<file path="config.mk">
export PLATFORM = sky130hd
export DESIGN_NAME = base32_strict_decoder_top
export DESIGN_NICKNAME = d
export VERILOG_FILES = /design/src/design/b32dec_pkg.sv /design/src/design/base32_strict_decoder_top.sv
export SDC_FILE = /design/constraint.sdc
export NUM_CORES = 1
export LEC_CHECK = 0
export BUFFER_PORTS_ARGS = -buffer_cell sky130_fd_sc_hd__buf_4
export CAP_MARGIN = 10
export CORE_MARGIN = 10
export CORE_UTILIZATION = 55
export CTS_CLUSTER_SIZE = 28
export DETAILED_ROUTE_END_ITERATION = 12
export HOLD_SLACK_MARGIN = 0.06
export PLACE_DENSITY = 0.81
export SYNTH_ARGS = -nofsm -noshare
export SYNTH_HDL_FRONTEND = slang
export SYNTH_SLANG_ARGS = --single-unit
export TNS_END_PERCENT = 100
</file>
<file path="constraint.sdc">
create_clock -name clk -period 5 [get_ports clk]
set_input_delay 0.25 -clock clk [delete_from_list [all_inputs] [get_ports clk]]
set_output_delay 0.25 -clock clk [all_outputs]
set_load 0.02 [all_outputs]
</file>
<file path="src/design/b32dec_pkg.sv">
`default_nettype none
package b32dec_pkg;

  typedef logic [1:0] status_t;

  localparam status_t ST_OK      = 2'd0;
  localparam status_t ST_SYMBOL  = 2'd1;
  localparam status_t ST_PADDING = 2'd2;
  localparam status_t ST_LENGTH  = 2'd3;

  localparam logic [7:0] PAD_CHAR    = 8'h3D;
  localparam logic [3:0] PAD_LIMIT   = 4'd8;
  localparam logic [2:0] GROUP_LAST  = 3'd7;
  localparam logic [2:0] GROUP_BYTES = 3'd5;

  typedef struct packed {
    logic       valid;
    logic [4:0] value;
  } sym_t;

  function automatic sym_t sym_value(input logic [7:0] ch);
    sym_t s;
    s.valid = 1'b1;
    s.value = 5'd0;
    if (ch >= 8'h41 && ch <= 8'h5A) begin
      s.value = 5'(ch - 8'h41);
    end else if (ch >= 8'h61 && ch <= 8'h7A) begin
      s.value = 5'(ch - 8'h61);
    end else if (ch >= 8'h32 && ch <= 8'h37) begin
      s.value = 5'(ch - 8'h32 + 8'd26);
    end else begin
      s.valid = 1'b0;
    end
    return s;
  endfunction

  function automatic logic [2:0] tail_bytes(input logic [3:0] pads);
    logic [2:0] n;
    case (pads)
      4'd0:    n = 3'd5;
      4'd1:    n = 3'd4;
      4'd3:    n = 3'd3;
      4'd4:    n = 3'd2;
      4'd6:    n = 3'd1;
      default: n = 3'd0;
    endcase
    return n;
  endfunction

  function automatic logic [2:0] tail_offset(input logic [3:0] pads);
    logic [2:0] n;
    case (pads)
      4'd1:    n = 3'd3;
      4'd3:    n = 3'd1;
      4'd4:    n = 3'd4;
      4'd6:    n = 3'd2;
      default: n = 3'd0;
    endcase
    return n;
  endfunction

endpackage
`default_nettype wire

</file>
<file path="src/design/base32_strict_decoder_top.sv">
`default_nettype none
// Strict base32 decoder. At most one character is taken per cycle on the slave
// side (s_tlast on the final character of a text). Each closed group of eight
// characters is decoded in the accepting cycle into a holding register. The
// holding register passes the group to a five-byte output register when that
// register is empty or is sending its last byte. The output register sends one
// byte per cycle while m_tready is high, most significant first. A group's
// bytes are registered in the holding register, then in the output register.
// A character is taken whenever the holding register is empty or is being
// emptied. So with no stall on the master side one character enters every
// cycle, except while the holding register is full and not being emptied,
// for example after an error right after a full group.
// An error gives one result with data 0 and a nonzero status in m_tuser, and
// later characters up to the end of the text are dropped without result.
module base32_strict_decoder_top (
  input  wire logic       clk,
  input  wire logic       rst,
  input  wire logic       s_tvalid,
  output logic            s_tready,
  input  wire logic [7:0] s_tdata,   // [7:0] symbol_char
  input  wire logic       s_tlast,   // text_end
  output logic            m_tvalid,
  input  wire logic       m_tready,
  output logic [7:0]      m_tdata,   // [7:0] data_byte
  output logic [2:0]      m_tuser,   // [0] run_end, [2:1] status
  output logic            m_tlast    // text_done
);

  logic [39:0] group_bits, group_bits_next;
  logic [2:0]  symbol_count, symbol_count_next;
  logic [3:0]  pad_count, pad_count_next;
  logic        drain_after_error, drain_after_error_next;

  logic [39:0] pend_bits, pend_bits_next;
  logic [2:0]  pend_count, pend_count_next;
  logic        pend_last, pend_last_next;
  b32dec_pkg::status_t pend_status, pend_status_next;

  logic [39:0] out_bits, out_bits_next;
  logic [2:0]  out_count, out_count_next;
  logic        out_last, out_last_next;
  b32dec_pkg::status_t out_status, out_status_next;

  logic       accept, take, is_pad, out_load;
  b32dec_pkg::sym_t sym;
  b32dec_pkg::status_t char_status;
  logic [3:0] pads_new, pads_cap;
  logic [39:0] bits_new;
  logic [2:0] nbytes, offset, unused_bytes;
  logic [39:0] shifted;

  assign take     = m_tvalid && m_tready;
  assign out_load = (pend_count != 3'd0) &&
                    ((out_count == 3'd0) || ((out_count == 3'd1) && m_tready));
  assign s_tready = (pend_count == 3'd0) || out_load;
  assign accept   = s_tvalid && s_tready;

  assign m_tvalid = out_count != 3'd0;
  assign m_tdata  = out_bits[39:32];
  assign m_tuser  = {out_status, out_count == 3'd1};
  assign m_tlast  = (out_count == 3'd1) && out_last;

  assign is_pad       = s_tdata == b32dec_pkg::PAD_CHAR;
  assign sym          = b32dec_pkg::sym_value(s_tdata);
  assign pads_new     = is_pad ? pad_count + 4'd1 : pad_count;
  assign pads_cap     = (pads_new > b32dec_pkg::PAD_LIMIT) ? b32dec_pkg::PAD_LIMIT : pads_new;
  assign bits_new     = is_pad ? group_bits : {group_bits[34:0], sym.value};
  assign nbytes       = b32dec_pkg::tail_bytes(pads_cap);
  assign offset       = b32dec_pkg::tail_offset(pads_cap);
  assign unused_bytes = b32dec_pkg::GROUP_BYTES - nbytes;
  assign shifted      = (bits_new >> offset) << {unused_bytes, 3'b000};

  always_comb begin
    group_bits_next        = group_bits;
    symbol_count_next      = symbol_count;
    pad_count_next         = pad_count;
    drain_after_error_next = drain_after_error;
    pend_bits_next         = pend_bits;
    pend_count_next        = pend_count;
    pend_last_next         = pend_last;
    pend_status_next       = pend_status;
    out_bits_next          = out_bits;
    out_count_next         = out_count;
    out_last_next          = out_last;
    out_status_next        = out_status;
    char_status            = b32dec_pkg::ST_OK;

    if (take) begin
      out_bits_next  = {out_bits[31:0], 8'h00};
      out_count_next = out_count - 3'd1;
    end

    if (out_load) begin
      out_bits_next   = pend_bits;
      out_count_next  = pend_count;
      out_last_next   = pend_last;
      out_status_next = pend_status;
      pend_count_next = 3'd0;
    end

    if (accept) begin
      if (drain_after_error) begin
        if (s_tlast) begin
          drain_after_error_next = 1'b0;
        end
      end else begin
        if (!is_pad && pad_count != 4'd0) begin
          char_status = b32dec_pkg::ST_PADDING;
        end else if (!is_pad && !sym.valid) begin
          char_status = b32dec_pkg::ST_SYMBOL;
        end else if (symbol_count == b32dec_pkg::GROUP_LAST) begin
          if (nbytes == 3'd0 || (pads_cap != 4'd0 && !s_tlast)) begin
            char_status = b32dec_pkg::ST_PADDING;
          end
        end else if (s_tlast) begin
          char_status = b32dec_pkg::ST_LENGTH;
        end

        if (char_status != b32dec_pkg::ST_OK) begin
          // report once, then drop to end of text
          pend_bits_next         = '0;
          pend_count_next        = 3'd1;
          pend_last_next         = 1'b1;
          pend_status_next       = char_status;
          group_bits_next        = '0;
          symbol_count_next      = 3'd0;
          pad_count_next         = 4'd0;
          drain_after_error_next = !s_tlast;
        end else if (symbol_count == b32dec_pkg::GROUP_LAST) begin
          pend_bits_next    = shifted;
          pend_count_next   = nbytes;
          pend_last_next    = s_tlast;
          pend_status_next  = b32dec_pkg::ST_OK;
          group_bits_next   = '0;
          symbol_count_next = 3'd0;
          pad_count_next    = 4'd0;
        end else begin
          group_bits_next   = bits_new;
          pad_count_next    = pads_new;
          symbol_count_next = symbol_count + 3'd1;
        end
      end
    end
  end

  always_ff @(posedge clk) begin
    if (rst) begin
      group_bits        <= '0;
      symbol_count      <= '0;
      pad_count         <= '0;
      drain_after_error <= 1'b0;
      pend_count        <= '0;
      out_count         <= '0;
    end else begin
      group_bits        <= group_bits_next;
      symbol_count      <= symbol_count_next;
      pad_count         <= pad_count_next;
      drain_after_error <= drain_after_error_next;
      pend_count        <= pend_count_next;
      out_count         <= out_count_next;
    end
  end

  always_ff @(posedge clk) begin
    pend_bits   <= pend_bits_next;
    pend_last   <= pend_last_next;
    pend_status <= pend_status_next;
    out_bits    <= out_bits_next;
    out_last    <= out_last_next;
    out_status  <= out_status_next;
  end

endmodule
`default_nettype wire

</file>
### Word level (Yosys, flattened, before mapping)

Index checks and enable logic that the tools add are counted.

| operators by class | value |
|---|---|
| shifts and indexed selects | 2 |
| mux-type cells | 40 |
| add/subtract/negate cells | 8 |
| order comparisons | 7 |
| reduce and logical (&&, ||, !) cells | 30 |
| equal/unequal tests | 7 |
| bitwise gates (word level) | 1 |

Operator list:

| operator | number |
|---|---|
| $mux 40 | 6 |
| $shl 40x6->40 | 1 |
| $shr 40x3->40 | 1 |
| $mux 3 | 9 |
| $mux 2 | 9 |
| $ge 8x7->1 const B | 2 |
| $le 8x7->1 const B | 2 |
| $mux 4 | 4 |
| $mux 5 | 3 |
| $pmux 3 s5 | 1 |
| $pmux 3 s4 | 1 |
| $logic_and 1x1->1 | 11 |
| $sub 5x1->5 const B | 2 |
| $logic_not 3->1 | 3 |
| $eq 4x3->1 const B | 2 |
| $eq 8x6->1 const B | 1 |
| $ge 8x6->1 const B | 1 |
| $le 8x6->1 const B | 1 |
| $reduce_bool 4->1 | 2 |
| $mux 1 | 7 |
| $reduce_bool 2->1 | 3 |
| $reduce_bool 3->1 | 2 |
| $add 5x5->5 const B | 1 |
| $sub 5x5->5 const B | 1 |
| 15 further kinds | 19 |

| word-level totals | value |
|---|---|
| flip-flop bits (word level) | 140 |
| bits of input ports | 13 |
| word-level logic and storage cells | 107 |

### Logic depth before layout (Yosys ltp)

Gate-level depths: netlist of the first run.

| depth | value |
|---|---|
| word-level depth | 18 |
| depth in mapped cells | 16 |
| gate-level depth less buffers | 14 |

### Least setup slack after synthesis of the first run

No wires, ideal clock.

| timing path | value |
|---|---|
| path kind | register to register |
| from | reg out_count[1] |
| to | reg pend_bits[0] (enable) |
| clock period less this slack | 4.431 ns |
| setup slack | 0.569 ns |
| cell stages (with the launch flop) | 12 |
| data arrival time | 3.986 ns |
| cell sequence | dfxtp_1 -> inv_1 -> ha_1 -> nor2b_1 -> nand2_1 -> and2_1 -> clkbuf_1 -> nand2b_1 -> nand2_1 -> or2_2 -> clkbuf_1 -> nor2_1 |

| between the ends | value |
|---|---|
| cells in the longest elaborated chain, start to end | 7 |
| elaborated cells on any way between the ends | 8 |
| those cells by class | 1 x eq/ne; 7 x reduce/logical |

RTL lines:

| what | RTL line | RTL |
|---|---|---|
| start: declaration | base32_strict_decoder_top.sv:40 | `logic [2:0] out_count, out_count_next;` |
| start signal: assignment | base32_strict_decoder_top.sv:160 | `out_count <= out_count_next;` |
| $eq 3x1->1 | - |  |
| net m_tuser[0] | base32_strict_decoder_top.sv:25 | `output logic [2:0] m_tuser,` |
| $logic_and 1x1->1 | base32_strict_decoder_top.sv:54 | `((out_count == 3'd0) \|\| ((out_count == 3'd1) && m_tready));` |
| $logic_or 1x1->1 | base32_strict_decoder_top.sv:54 |  |
| $logic_and 1x1->1 | base32_strict_decoder_top.sv:53 | `assign out_load = (pend_count != 3'd0) &&` |
| $logic_or 1x1->1 | base32_strict_decoder_top.sv:55 | `assign s_tready = (pend_count == 3'd0) \|\| out_load;` |
| net s_tready | base32_strict_decoder_top.sv:19 | `output logic s_tready,` |
| $logic_and 1x1->1 | base32_strict_decoder_top.sv:56 | `assign accept = s_tvalid && s_tready;` |
| $reduce_and 3->1 (no source line) | - |  |
| end signal: assignment | base32_strict_decoder_top.sv:165 | `pend_bits <= pend_bits_next;` |
| end: declaration | base32_strict_decoder_top.sv:34 | `logic [39:0] pend_bits, pend_bits_next;` |

The timed path passes the listed nets, and every way through them passes these cells.
A chain may end at the register's enable or synchronous reset.

### Final worst setup path of the first run

| timing path | value |
|---|---|
| from | reg pad_count[0] |
| to | reg pend_bits[36] (data pin) |

| between the ends | value |
|---|---|
| cells in the longest elaborated chain, start to end | 15 |
| elaborated cells on any way between the ends | 28 |
| those cells by class | 2 x add/sub; 1 x order compare; 4 x eq/ne; 2 x shift; 11 x mux; 8 x reduce/logical |

RTL lines:

| what | RTL line | RTL |
|---|---|---|
| start: declaration | base32_strict_decoder_top.sv:31 | `logic [3:0] pad_count, pad_count_next;` |
| start signal: assignment | base32_strict_decoder_top.sv:157 | `pad_count <= pad_count_next;` |
| branches (longest 15 deep; another with $add 4x1->4) | - |  |

Parallel ways; which one is timed is not known. The select of a mux whose other input is x is not followed.

==> results of run 1 <==
## critical path: cells and delay by family (launching register included)
| family | cells | cell delay [ns] |
|---|---|---|
| buffers and inverters | 1 | 0.15 |
| adder cells (fa/ha/maj) | 2 | 0.65 |
| flip-flops | 1 | 0.46 |
| AND/OR/NAND/NOR | 4 | 1.31 |
| AO/OA/AOI/OAI | 5 | 1.47 |
## worst max path at each step
stage | startpoint | endpoint | cells past startpoint
2_1_floorplan | out_count[1]$_SDFFE_PP0P_ | pend_bits[0]$_SDFFCE_PP0P_ | 11
4_1_cts | pad_count[0]$_SDFFE_PP0P_ | pend_bits[36]$_SDFFCE_PP0P_ | 12
5_1_grt | pad_count[0]$_SDFFE_PP0P_ | pend_bits[36]$_SDFFCE_PP0P_ | 12
6_report | pad_count[0]$_SDFFE_PP0P_ | pend_bits[36]$_SDFFCE_PP0P_ | 12
3_5_place_dp | s_tdata[1] | pend_bits[36]$_SDFFCE_PP0P_ | 14
3_3_place_gp | s_tdata[1] | pend_bits[33]$_SDFFCE_PP0P_ | 14
## final cells by class
cell class                 count  share of cell area [%]
inverter                      12                   0.481
clock inverter                15                    1.94
tap                          188                    2.51
multi-input combinational    678                    47.8
clock buffer                  17                    4.54
timing repair buffer          44                    3.58
sequential                   140                    39.1
## cell families (layout without fill, tap and decap cells)
logic type | count (synthesis) | after routing | share of synthesized area (%)
AOI/OAI and AO/OA | 307 | 307 | 26.2
and+or+nand+nor | 304 | 304 | 17.1
DFF | 140 | 140 | 42.9
buffers and inverters | 87 | 88 | 5.10
muxes | 50 | 50 | 6.39
adders and majority gates | 13 | 13 | 1.91
xor gates and xnor gates | 4 | 4 | 0.410
## sequential cells by signal, summed over array words and instances, names as in the netlist, 2 cells and up
| register | count |
|---|---|
| out_count | 3 |
| group_bits | 40 |
| pend_status | 2 |
| pad_count | 4 |
| out_bits | 40 |
| pend_count | 3 |
| pend_bits | 40 |
| symbol_count | 3 |
| out_status | 2 |
## power groups by stage
stage                     logic, uW  clock network [uW]  registers [uW]
after CTS                       783                1310            1650
after global routing            850                1360            1680
after global placement          739                   0            1650
after detailed placement        761                   0            1670
final                           773                1290            1650
after floorplan                 571                   0            1650
## through the flow
step,cells,cell area (sq um)
final,1094,9360
after global routing,1094,9360
after CTS,1094,9360
after detailed placement,1060,8730
after global placement,1060,8730
after floorplan,905,8540
## metal layers
layer  vias to the layer above  routed length (um)  GRT usage (%)
met4                         0                 507           6.81
met5                         -                   0              0
li1                       3424                   -              -
met1                      3516               10000           31.8
met3                        46                1860           4.66
met2                       370               10400           33.5
## cell usage after synthesis, types with 4 or more instances
cell type	n	area share (%)
sky130_fd_sc_hd__nand2_1	116	5.1
sky130_fd_sc_hd__edfxtp_1	86	30
sky130_fd_sc_hd__nor2_1	72	3.2
sky130_fd_sc_hd__dfxtp_1	54	13
sky130_fd_sc_hd__o21ai_0	54	3.2
sky130_fd_sc_hd__a21oi_1	47	2.8
sky130_fd_sc_hd__mux2_2	36	4.7
sky130_fd_sc_hd__a22o_1	32	3.3
sky130_fd_sc_hd__a22oi_1	32	2.8
sky130_fd_sc_hd__clkbuf_1	29	1.3
sky130_fd_sc_hd__buf_2	26	1.5
sky130_fd_sc_hd__nand3_1	26	1.5
sky130_fd_sc_hd__a211oi_1	24	2.1
sky130_fd_sc_hd__o22ai_1	21	1.5
sky130_fd_sc_hd__nor3_1	19	1.1
sky130_fd_sc_hd__and2_1	17	1.2
sky130_fd_sc_hd__mux2i_1	14	1.6
sky130_fd_sc_hd__ha_1	13	1.9
sky130_fd_sc_hd__buf_4	12	1.1
sky130_fd_sc_hd__inv_1	12	0.53
sky130_fd_sc_hd__o211ai_1	12	1.1
sky130_fd_sc_hd__o21ai_1	12	0.70
sky130_fd_sc_hd__and3_1	7	0.51
sky130_fd_sc_hd__o221ai_1	7	0.72
sky130_fd_sc_hd__a211oi_2	6	0.88
sky130_fd_sc_hd__a31oi_1	6	0.44
sky130_fd_sc_hd__nand2b_1	6	0.44
sky130_fd_sc_hd__nor2b_1	6	0.44
sky130_fd_sc_hd__a32oi_1	5	0.51
sky130_fd_sc_hd__nand4_1	5	0.37
sky130_fd_sc_hd__a211o_1	4	0.41
sky130_fd_sc_hd__buf_6	4	0.53
sky130_fd_sc_hd__o21a_1	4	0.35
## what timing repair did
action                                 in CTS  in global routing
hold buffers                                2                  0
resized for setup                           0                  0
buffers inserted                            0                  0
endpoints found under the hold margin       1                  0
==> results.txt, run 1 <==
- Clock tree synthesis found a total of 140 sinks.
- Setup repair after global routing missed its margin: false
- The tightest hold path in the finished design has a slack of between 0.1 and 0.15 ns.
- Sequential cells burn 44.4% of the power.
- Timing would allow up to around 240 MHz.
* Final routed DRC violation total: 0
- Clock-pin slew on the worst setup and hold paths: roughly 0.07 ns
- Before antenna repair, the detailed router went through 6 iterations.
* Area of the core: roughly 15000 sq um
- For the finished layout, the period the worst path requires is roughly 4.2 ns.
- The clock tree synthesis step divided the H-tree into 4 levels.
- Number of vias per cell after detailed routing: between 6 and 7
- The mapped netlist covers approximately 8500 sq um.
- Entering global routing, the biggest net connects 51 pins.
* Share of power burned in combinational logic: roughly a fifth
- VDD sags by at most 0.000252 V.
- The worst register-to-register path has a setup slack of 0.77 ns.
- Number of buffers created by CTS: 17
- Clock latency on the worst-skew pair: roughly 0.44 ns
* Final-layout fill cell count: approximately 1300
- Post-route antenna net violation count: 0
- Dominant register cell in the synthesized netlist: sky130_fd_sc_hd__edfxtp_1
* Buffer type at the clock tree root: sky130_fd_sc_hd__clkbuf_16
- Hold path startpoint: s_tlast
- Hold EP: pend_last$_SDFFCE_PP1P_
- Setup violations remaining at the end of the flow were counted as 0.
- Distinct cell type count of the synthesized netlist: between 90 and 100
* Number of flops mapped to enable cells by yosys: 86
* Vias in the first global route: around 6600
* Final-layout setup total negative slack: 0 ns
* Crit path required time: ~5.3 ns
* Total global routing overflow: 0
- The detailed router finished its first iteration with around 1100 violations.
- Half-perimeter wire length after placement: approximately 16 mm
- In this run the critical register-to-register path is launched from pad_count[0]$_SDFFE_PP0P_.
- Destination of the worst register-to-register timing path: pend_bits[36]$_SDFFCE_PP0P_
- Ratio of cells with drive above 1 in the final layout: between 15 and 20%
- In this run the deepest clock path goes through 2 buffers.
- 27 I/O pins were placed.
- Counting flops and latches in the post-synthesis netlist gives between 100 and 150.
* Combined flip-flop and latch cell area: between 3000 and 4000 sq um
* Worst setup slack after layout: between 0.7 and 0.8 ns
- STA classifies the critical path endpoint as a register.
* Internal Pwr Total: roughly 2600 uW
- Number of I/O port buffers: 26
- In this run the core area contains 45 standard-cell rows.
- Share of the cycle needed by the critical path after routing: a little over four fifths
- In this run the horizontal extent of the chip is ~140 um.
* Per-instance average area after synthesis: ~9.4 sq um
- The share of total power dissipated in the clock network is between 30% and 40%.
- Final Wtd Congestion: around 1.0
* Sequence of cells on the critical path: ha_1 > nor4bb_1 > o2111a_1 > o221a_2 > nand2_1 > nand2_1 > inv_1 > ha_1 > a211oi_4 > and2_1 > o211ai_1 > o221ai_1
- Final net count: ~920
- Design Power: between 3000 and 4000 uW
- Final count of hold timing violations: 0
- Data arrival time of the critical path: approximately 4.5 ns
* Worst-path fanout max: 23
- Global-route usage over all layers: between 20% and 30%
- Classification of the worst setup path: reg -> reg
* Ant diodes: 0
- Slowest cell on crit path: sky130_fd_sc_hd__o221a_2
- Slowest Stage Delay on Critical Path: 0.50 ns
* Synthesized instance count: between 900 and 1000
- For the pin with the worst max-slew slack, the measured transition is between 0.9 and 1 ns.
- Switching share of power: slightly below 30%
- Global-route wire length before repair: around 37 mm
- For this run, the register share of the synthesized area comes to 42.9%.
* Proportion of register bits with asynchronous set or reset after synthesis: 0%
- Dividing the detail-routed wire length by the instance count gives 20.8 um.
* Wire length after detailed routing: around 23 mm
- Multi-input gate area: around 4500 sq um
- Max-cap violations in this run came to 0.
- In this run the worst hold path is classified as in -> reg.
- Post-Synthesis Net Count: 931
- Hold Path Stages: 2
* Effective utilization at floorplan: a little under three fifths
* Rel. slew slack: 33.7%
- The flow ran to the end, and the final reports show no timing, DRC or antenna violations.
* Synthesis warning total: 0
* Slew Limit Fails: 0
- Type of element launching the critical path: register
- In this run the static leakage power is 0.00313 uW.
- Fraction of the core area covered by cells at the end of the flow: approximately three fifths
* Clock tree from TritonCTS: done
- In the layout the commonest cells are sky130_fd_sc_hd__nand2_1, sky130_fd_sc_hd__edfxtp_1, sky130_fd_sc_hd__nor2_1.
* Worst-case reg-to-reg path depth: 12
- Summed over all nets, the switching power comes to 1090 uW.
* Commonest non-fill, non-tap cell in the layout: sky130_fd_sc_hd__nand2_1
- The clock arrives with between 0.009 and 0.01 ns of skew.
* Total power per unit cell area: between 300 and 400 nW/um^2
* Die footprint: ~21000 sq um
- From bottom edge to top edge, the die measures 145 um.
- The detailed router placed roughly 7400 vias in this run.
- Relative to the synthesized area, the layout overhead comes to 9.64%.
- Worst slack after detailed placement: 0.787 ns
* Number of antenna violations at the first check in global routing: 0
Note: power is estimated with default switching activity, not from simulation.
==> run 2: changes to the inputs <==
==> constraint.sdc (replaced) <==
create_clock -name clk -period 4.3 [get_ports clk]
set_input_delay 0.215 -clock clk [delete_from_list [all_inputs] [get_ports clk]]
set_output_delay 0.215 -clock clk [all_outputs]
set_load 0.02 [all_outputs]
==> results.txt, run 2 (synthesized netlist as in run 1, its figures left out) <==
- The category of the worst setup path launch point is a register (unchanged).
- The number of global-route vias before repair was 6758 (was 6630).
- Worst-path fanout max: 8 (was 23)
- The commonest non-fill, non-tap cell in the layout is sky130_fd_sc_hd__nand2_1 (unchanged).
- The count of nets left with antenna violations after detail routing was 0 (unchanged).
- The vias after detailed routing was 7265 (was 7356).
* Fraction of the core area covered by cells at the end of the flow: 62.0% (was 61.6%)
* Switching share of power: 29.4% (was 29.3%)
- Number of I/O port buffers: 26 (unchanged)
- Total power per unit cell area: 451 nW/um^2 (was 397 nW/um^2)
- Time the worst path needs with I/O delays and setup: 3.91 ns (was 4.23 ns)
- The met1 usage in global routing is 31.3% (was 31.8%).
- Clock latency on the worst-skew pair: 0.44 ns (about the same)
- Destination of the worst register-to-register timing path: pend_bits[32]$_SDFFCE_PP0P_ (was pend_bits[36]$_SDFFCE_PP0P_)
* Clk sinks: 140 (unchanged)
- The area added between synthesis and finish is 10.4% (was 9.64%).
- Effective utilization at floorplan: 56.2% (unchanged)
- Global Route met3 Usage: 5.77% (was 4.66%)
* Final Wtd Congestion: 0.993 (was 1.01)
- The number of rows in the core area is 45 (unchanged).
- The launching point of the worst reg2reg path is pad_count[0]$_SDFFE_PP0P_ (unchanged).
- Total setup violations reported at the end of the flow: 0 (unchanged)
- The path depth of the worst reg2reg path was 12 (unchanged).
- Setup repair after global routing missed its margin: false (unchanged)
- Final-layout setup total negative slack: 0 ns (unchanged)
- The count of buffering cells on the critical path with inverters included was 1 (unchanged).
- Final net count: 927 (was 919)
- The number of antenna diodes is 0 (unchanged).
* Crit path required time: 4.57 ns (was 5.25 ns)
- Max rail drop VDD: 0.000336 V (was 0.000252 V)
- The part of the total power dissipated in combinational logic is 20.9% (was 20.8%).
- Largest registers ranked by flip-flop count: group_bits (40), out_bits (40), pend_bits (40) (unchanged)
* Area of the core: 15200 sq um (unchanged)
- The DRC violation count after routing is 0 (unchanged).
- Final count of hold timing violations: 0 (unchanged)
- Rel. slew slack: 49.2% (was 33.7%)
- Total stage count of the critical path: 12 (unchanged)
- Maximum number of buffers from clock root to sink: 2 (unchanged)
- The routing layer with the top usage in global route is met2 (unchanged).
- Max Fclk: 256 MHz (was 236 MHz)
* Outcome: finished clean (unchanged)
- The global-route wire length before repair came to 37.3 mm (was 37.1 mm).
- Data arrival time of the critical path: 4.18 ns (was 4.49 ns)
- Buffer type at the clock tree root: sky130_fd_sc_hd__clkbuf_16 (unchanged)
- The worst setup path endpoint is pend_bits[32]$_SDFFCE_PP0P_ (was pend_bits[36]$_SDFFCE_PP0P_).
- First element of the critical path: pad_count[0]$_SDFFE_PP0P_ (unchanged)
- Maximum number of pins on one net before global-route repair: 46 (was 51)
- The part of the power in the clock network was 34.1% (was 34.8%).
- Number of antenna violations at the first check in global routing: 0 (unchanged)
- Total global routing overflow: 0 (unchanged)
- Worst setup EP type: register (unchanged)
* Sequence of cells on the critical path: ha_1 > nor4bb_1 > o2111a_1 > o221a_2 > nand2_1 > nand2_1 > inv_1 > ha_1 > a211oi_4 > and2_1 > a32oi_1 > o21ai_1 (was ha_1 > nor4bb_1 > o2111a_1 > o221a_2 > nand2_1 > nand2_1 > inv_1 > ha_1 > a211oi_4 > and2_1 > o211ai_1 > o221ai_1)
* Slew of the pin with the lowest slew margin: 0.756 ns (was 0.993 ns)
* Number of vias per cell after detailed routing: 6.59 (was 6.72)
* Share of the cycle needed by the critical path after routing: 91.0% (was 84.6%)
* Worst hold path type: in -> reg (unchanged)
- Cell type group with the largest total delay on the critical path: compound AO/OA/AOI/OAI gates (unchanged)
* Internal Pwr Total: 3000 uW (was 2630 uW)
- The CTS tree was done (unchanged).
* Placed cell count: 1068 (was 1060)
- Clock-pin slew on the worst setup and hold paths: 0.07 ns (about the same)
* Height of the die: 145 um (unchanged)
- Static leakage: 0.00315 uW (was 0.00313 uW)
- The number of levels in the clock H-tree is 4 (unchanged).
- The number of iterations in the first detailed-routing pass is 6 (unchanged).
- Setup slack of the worst register-to-register path: 0.39 ns (was 0.77 ns)
- The width of the chip came to 145 um (unchanged).
- Sequential share of power: 45.0% (was 44.4%)
- Mean routed wirelength per cell: 20.9 um (was 20.8 um)
* Count of pins on the block boundary: 27 (unchanged)
- The total count of max-transition violations in the final report is 0 (unchanged).
- Net switching component of the power: 1250 uW (was 1090 uW)
- Slowest cell on crit path: sky130_fd_sc_hd__dfxtp_1 (was sky130_fd_sc_hd__o221a_2)
- Worst Clk Skew: 0.0136 ns (was 0.00990 ns)
- The half-perimeter wire length after placement came to 16.5 mm (was 16.0 mm).
* Classification of the worst setup path: reg -> reg (unchanged)
- The post-cts sizing count is 0 (unchanged).
* Global-route usage over all layers: 22.5% (was 22.4%)
- The total wire length is 23.0 mm (was 22.7 mm).
- The number of buffers created by CTS is 17 (unchanged).
- Ratio of cells with drive above 1 in the final layout: 17.0% (was 16.3%)
- The first-iteration detailed-routing DRC count was 886 (was 1134).
- Most used cells in the layout excluding fill and tap cells: sky130_fd_sc_hd__nand2_1, sky130_fd_sc_hd__edfxtp_1, sky130_fd_sc_hd__nor2_1 (unchanged)
- Met2 capacity usage during global routing: 32.9% (was 33.5%)
- The final cell count without fillers came to 1102 (was 1094).
- The highest cell delay on the worst timing path is 0.47 ns (was 0.50 ns).
- Die footprint: 20900 sq um (unchanged)
- Maximum Capacitance Violations: 0 (unchanged)
## run 2: layer usage
metal	vias to the layer above	part of all wire, %	wire length (um)
met1	3470	45	10400
met4	0	2.5	569
met3	46	7.3	1680
met5	-	0	0
li1	3441	-	-
met2	308	45	10400
## run 2: stage by stage
step | instance area [sq um] | hold slack, ns | power (uW) | worst slack [ns]
2_1_floorplan | 8540 | 0.324 | 2580 | 0.596
3_3_place_gp | 8820 | 0.404 | 2790 | 0.579
3_5_place_dp | 8820 | 0.405 | 2830 | 0.484
4_1_cts | 9420 | 0.0896 | 4280 | 0.526
5_1_grt | 9420 | 0.118 | 4440 | 0.0946
6_report | 9420 | 0.103 | 4250 | 0.388
## run 2: how the worst min path moves through the flow
stage / from / end / slack [ns] / cells after the start
final: m_tready / out_count[2]$_SDFFE_PP0P_ / 0.10 / 4
after global routing: m_tready / out_count[2]$_SDFFE_PP0P_ / 0.12 / 4
after CTS: m_tready / out_count[2]$_SDFFE_PP0P_ / 0.09 / 4
after detailed placement: pend_status[1]$_SDFFCE_PN0P_ / out_status[1]$_DFFE_PP_ / 0.41 / 0
after global placement: pend_last$_SDFFCE_PP1P_ / out_last$_DFFE_PP_ / 0.40 / 0
after floorplan: s_tlast / drain_after_error$_SDFFE_PP0P_ / 0.32 / 1
## run 2: area by class of cell
type                            count  area, sq um
Sequential cell                   140         3660
Multi-Input combinational cell    678         4480
Inverter                           12         45.0
Fill cell                        1284         5780
Clock inverter                     14          154
Timing Repair Buffer               52          420
Tap cell                          188          235
Clock buffer                       18          429
## run 2: worst reg2reg max path, cell delays in order (launching register included)
cell	delay, ns
sky130_fd_sc_hd__dfxtp_1	0.47
sky130_fd_sc_hd__ha_1	0.26
sky130_fd_sc_hd__nor4bb_1	0.44
sky130_fd_sc_hd__o2111a_1	0.32
sky130_fd_sc_hd__o221a_2	0.26
sky130_fd_sc_hd__nand2_1	0.14
sky130_fd_sc_hd__nand2_1	0.27
sky130_fd_sc_hd__inv_1	0.16
sky130_fd_sc_hd__ha_1	0.40
sky130_fd_sc_hd__a211oi_4	0.39
sky130_fd_sc_hd__and2_1	0.35
sky130_fd_sc_hd__a32oi_1	0.15
sky130_fd_sc_hd__o21ai_1	0.13
## run 2: power by group through the flow
stage	logic, uW	clock network [uW]	registers [uW]
after floorplan	665	0	1920
after global placement	862	0	1920
after detailed placement	894	0	1940
after CTS	902	1470	1920
after global routing	972	1530	1940
final	887	1450	1910
## run 2: repair_timing
| action | in CTS | in global routing |
|---|---|---|
| hold buffers | 2 | 0 |
| buffers inserted | 0 | 0 |
| hold endpoints to repair | 1 | 0 |
==> run 3: changes to the inputs <==
==> constraint.sdc (replaced) <==
create_clock -name clk -period 4 [get_ports clk]
set_input_delay 0.2 -clock clk [delete_from_list [all_inputs] [get_ports clk]]
set_output_delay 0.2 -clock clk [all_outputs]
set_load 0.02 [all_outputs]
==> results.txt, run 3 (synthesized netlist as in run 1, its figures left out) <==
* Outcome: finished clean (unchanged)
- The power density over the cells was 488 nW/um^2 (was 451 nW/um^2).
* Total setup violations reported at the end of the flow: 0 (unchanged)
- The die extent in y is 145 um (unchanged).
* Max rail drop VDD: 0.000324 V (was 0.000336 V)
* H-Tree Level Count: 4 (unchanged)
- The maximum achievable frequency is 270 MHz (was 256 MHz).
- Clock-pin slew on the worst setup and hold paths: 0.06 ns (was 0.07 ns)
- Global-route wire length before repair: 36.6 mm (was 37.3 mm)
- Design Power: 4650 uW (was 4250 uW)
- Total via count after detailed routing: 7405 (was 7265)
- Classification of the worst setup path: reg -> reg (unchanged)
* Slew Limit Fails: 0 (unchanged)
- The family with the most delay on the worst path is compound AO/OA/AOI/OAI gates (unchanged).
- The DRC violation count after routing was 0 (unchanged).
- Area of the core: 15200 sq um (unchanged)
- Count of buffer and inverter cells on the critical path: 1 (unchanged)
* Maximum number of pins on one net before global-route repair: 48 (was 46)
- The detail-routed via count per cell came to 6.70 (was 6.59).
* Worst setup EP type: register (unchanged)
- Number of buffers created by CTS: 17 (unchanged)
* DR pass1 iterations: 9 (was 6)
- The routability congestion estimate from global placement was 1.08 (was 0.993).
- Count of pins on the block boundary: 27 (unchanged)
- The slack of the critical path is 0.298 ns (was 0.388 ns).
* Final net count: 931 (was 927)
* Fraction of the core area covered by cells at the end of the flow: 62.7% (was 62.0%)
- Number of I/O port buffers: 26 (unchanged)
- Worst-path fanout max: 8 (unchanged)
- The die area came to 20900 sq um (unchanged).
- Static leakage: 0.00321 uW (was 0.00315 uW)
* Worst Clk Skew: 0.0108 ns (was 0.0136 ns)
- Clk sinks: 140 (unchanged)
- The number of global-route vias before repair is 6789 (was 6758).
- Hold Worst Slack: 0.0838 ns (was 0.103 ns)
* Global-route usage over all layers: 22.2% (was 22.5%)
- The commonest non-fill, non-tap cell in the layout was sky130_fd_sc_hd__nand2_1 (unchanged).
- Slowest Stage Delay on Critical Path: 0.46 ns (was 0.47 ns)
- The transition at the pin with the smallest max-transition slack was 0.992 ns (was 0.756 ns).
- The path category of the worst min-delay check is in -> reg (unchanged).
* Number of antenna violations at the first check in global routing: 0 (unchanged)
- The category of the worst setup path launch point was a register (unchanged).
* Maximum Capacitance Violations: 0 (unchanged)
- The fraction of final layout cells with drive strength greater than 1 was 17.5% (was 17.0%).
* Wire length after detailed routing: 22.9 mm (was 23.0 mm)
* Slowest cell on crit path: sky130_fd_sc_hd__dfxtp_1 (unchanged)
- Most used cells in the layout excluding fill and tap cells: sky130_fd_sc_hd__nand2_1, sky130_fd_sc_hd__edfxtp_1, sky130_fd_sc_hd__nor2_1 (unchanged).
- Final-layout setup total negative slack: 0 ns (unchanged)
- The number of rows in the core area was 45 (unchanged).
- The count of nets left with antenna violations after detail routing came to 0 (unchanged).
* Effective utilization at floorplan: 56.2% (unchanged)
- Post-CTS setup buffer count: 0 (unchanged)
* Time the worst path needs with I/O delays and setup: 3.70 ns (was 3.91 ns)
* Rel. slew slack: 33.6% (was 49.2%)
* Clock tree from TritonCTS: done (unchanged)
- The number of antenna diodes was 0 (unchanged).
* Worst slack after detailed placement: 0.305 ns (was 0.484 ns)
- The fraction of the cycle the final worst path needs is 92.5% (was 91.0%).
* Crit path required time: 4.26 ns (was 4.57 ns)
- Largest registers ranked by flip-flop count: group_bits (40), out_bits (40), pend_bits (40) (unchanged)
- Half-perimeter wire length after placement: 16.1 mm (was 16.5 mm)
- 1st-iter DRT viols: 1041 (was 886)
* Buffer type at the clock tree root: sky130_fd_sc_hd__clkbuf_16 (unchanged)
- The global route total overflow was 0 (unchanged).
- The maximum clock path buffer count was 2 (unchanged).
- The width of the chip came to 145 um (unchanged).
- Sequence of cells on the critical path: ha_1 > nor4bb_2 > o2111a_1 > o221a_2 > nand2_1 > nand2_1 > inv_1 > ha_1 > a211oi_4 > and2_1 > a32oi_1 > o21ai_1 (was ha_1 > nor4bb_1 > o2111a_1 > o221a_2 > nand2_1 > nand2_1 > inv_1 > ha_1 > a211oi_4 > and2_1 > a32oi_1 > o21ai_1).
* Final-layout fill cell count: 1263 (was 1284)
- The final hold violation count came to 0 (unchanged).
- Setup repair after global routing missed its margin: false (unchanged).
- The area added between synthesis and finish came to 11.6% (was 10.4%).
- The arrival time of data at the critical path endpoint was 3.96 ns (was 4.18 ns).
- The clock insertion delay at the later pin of the skew report was 0.44 ns (about the same).
* Mean routed wirelength per cell: 20.7 um (was 20.9 um)
==> run 3: cell types whose count changed in the layout (fill, tap and decap cells not counted), sizes merged <==
cell / previous run / this run
buf: 50 / 54
clkbuf: 18 / 22
inv: 20 / 17
clkinvlp: 4 / 1
clkinv: 1 / 2
bufinv: 1 / 2
==> run 3: cell type report <==
class | instances | area [sq um] | area share, %
Clock buffer | 22 | 484 | 5.08
Clock inverter | 10 | 128 | 1.34
Inverter | 12 | 45.0 | 0.473
Multi-Input combinational cell | 678 | 4490 | 47.1
Sequential cell | 140 | 3660 | 38.4
Tap cell | 188 | 235 | 2.47
Timing Repair Buffer | 56 | 488 | 5.12
==> run 3: repair_timing <==
item                                    CTS  global route
resized for setup                         0             2
hold buffers                              2             0
endpoints found under the setup margin    0             7
hold endpoints to repair                  1             0
==> run 3: path summary, 6_finish.rpt <==
| check | cells after the start | end | start | slack, ns |
|---|---|---|---|---|
| setup / recovery | 12 | pend_bits[32]$_SDFFCE_PP0P_ | pad_count[0]$_SDFFE_PP0P_ | 0.30 |
| hold / removal | 2 | pend_last$_SDFFCE_PP1P_ | s_tlast | 0.08 |
| setup reg to reg | 12 | pend_bits[32]$_SDFFCE_PP0P_ | pad_count[0]$_SDFFE_PP0P_ | 0.30 |
| hold reg to reg | 0 | out_last$_DFFE_PP_ | pend_last$_SDFFCE_PP1P_ | 0.42 |
==> run 3: metrics by stage <==
stage,cell area [sq um],instances
2_1_floorplan,8540,905
3_3_place_gp,8890,1072
3_5_place_dp,8890,1072
4_1_cts,9520,1106
5_1_grt,9530,1106
6_report,9530,1106
==> run 3: worst reg2reg max path, delay by kind of cell, from the launching register on <==
family,cells,cell delay [ns]
compound gates,5,1.32
fa+ha+maj,2,0.63
buf+inv,1,0.12
flops,1,0.46
simple gates,4,0.99
==> run 3: where the power goes <==
part	switching (uW)	total, uW	internal [uW]
clock	632	1630	995
combinational	584	975	391
sequential	89.4	2050	1960
==> run 3: metal layers <==
metal | up-vias | part of all wire (%) | global-route usage, %
met5 | - | 0 | 0
met4 | 0 | 3.2 | 8.94
met3 | 63 | 8.8 | 5.25
met2 | 382 | 44 | 32.6
met1 | 3501 | 43 | 30.8
li1 | 3459 | - | -
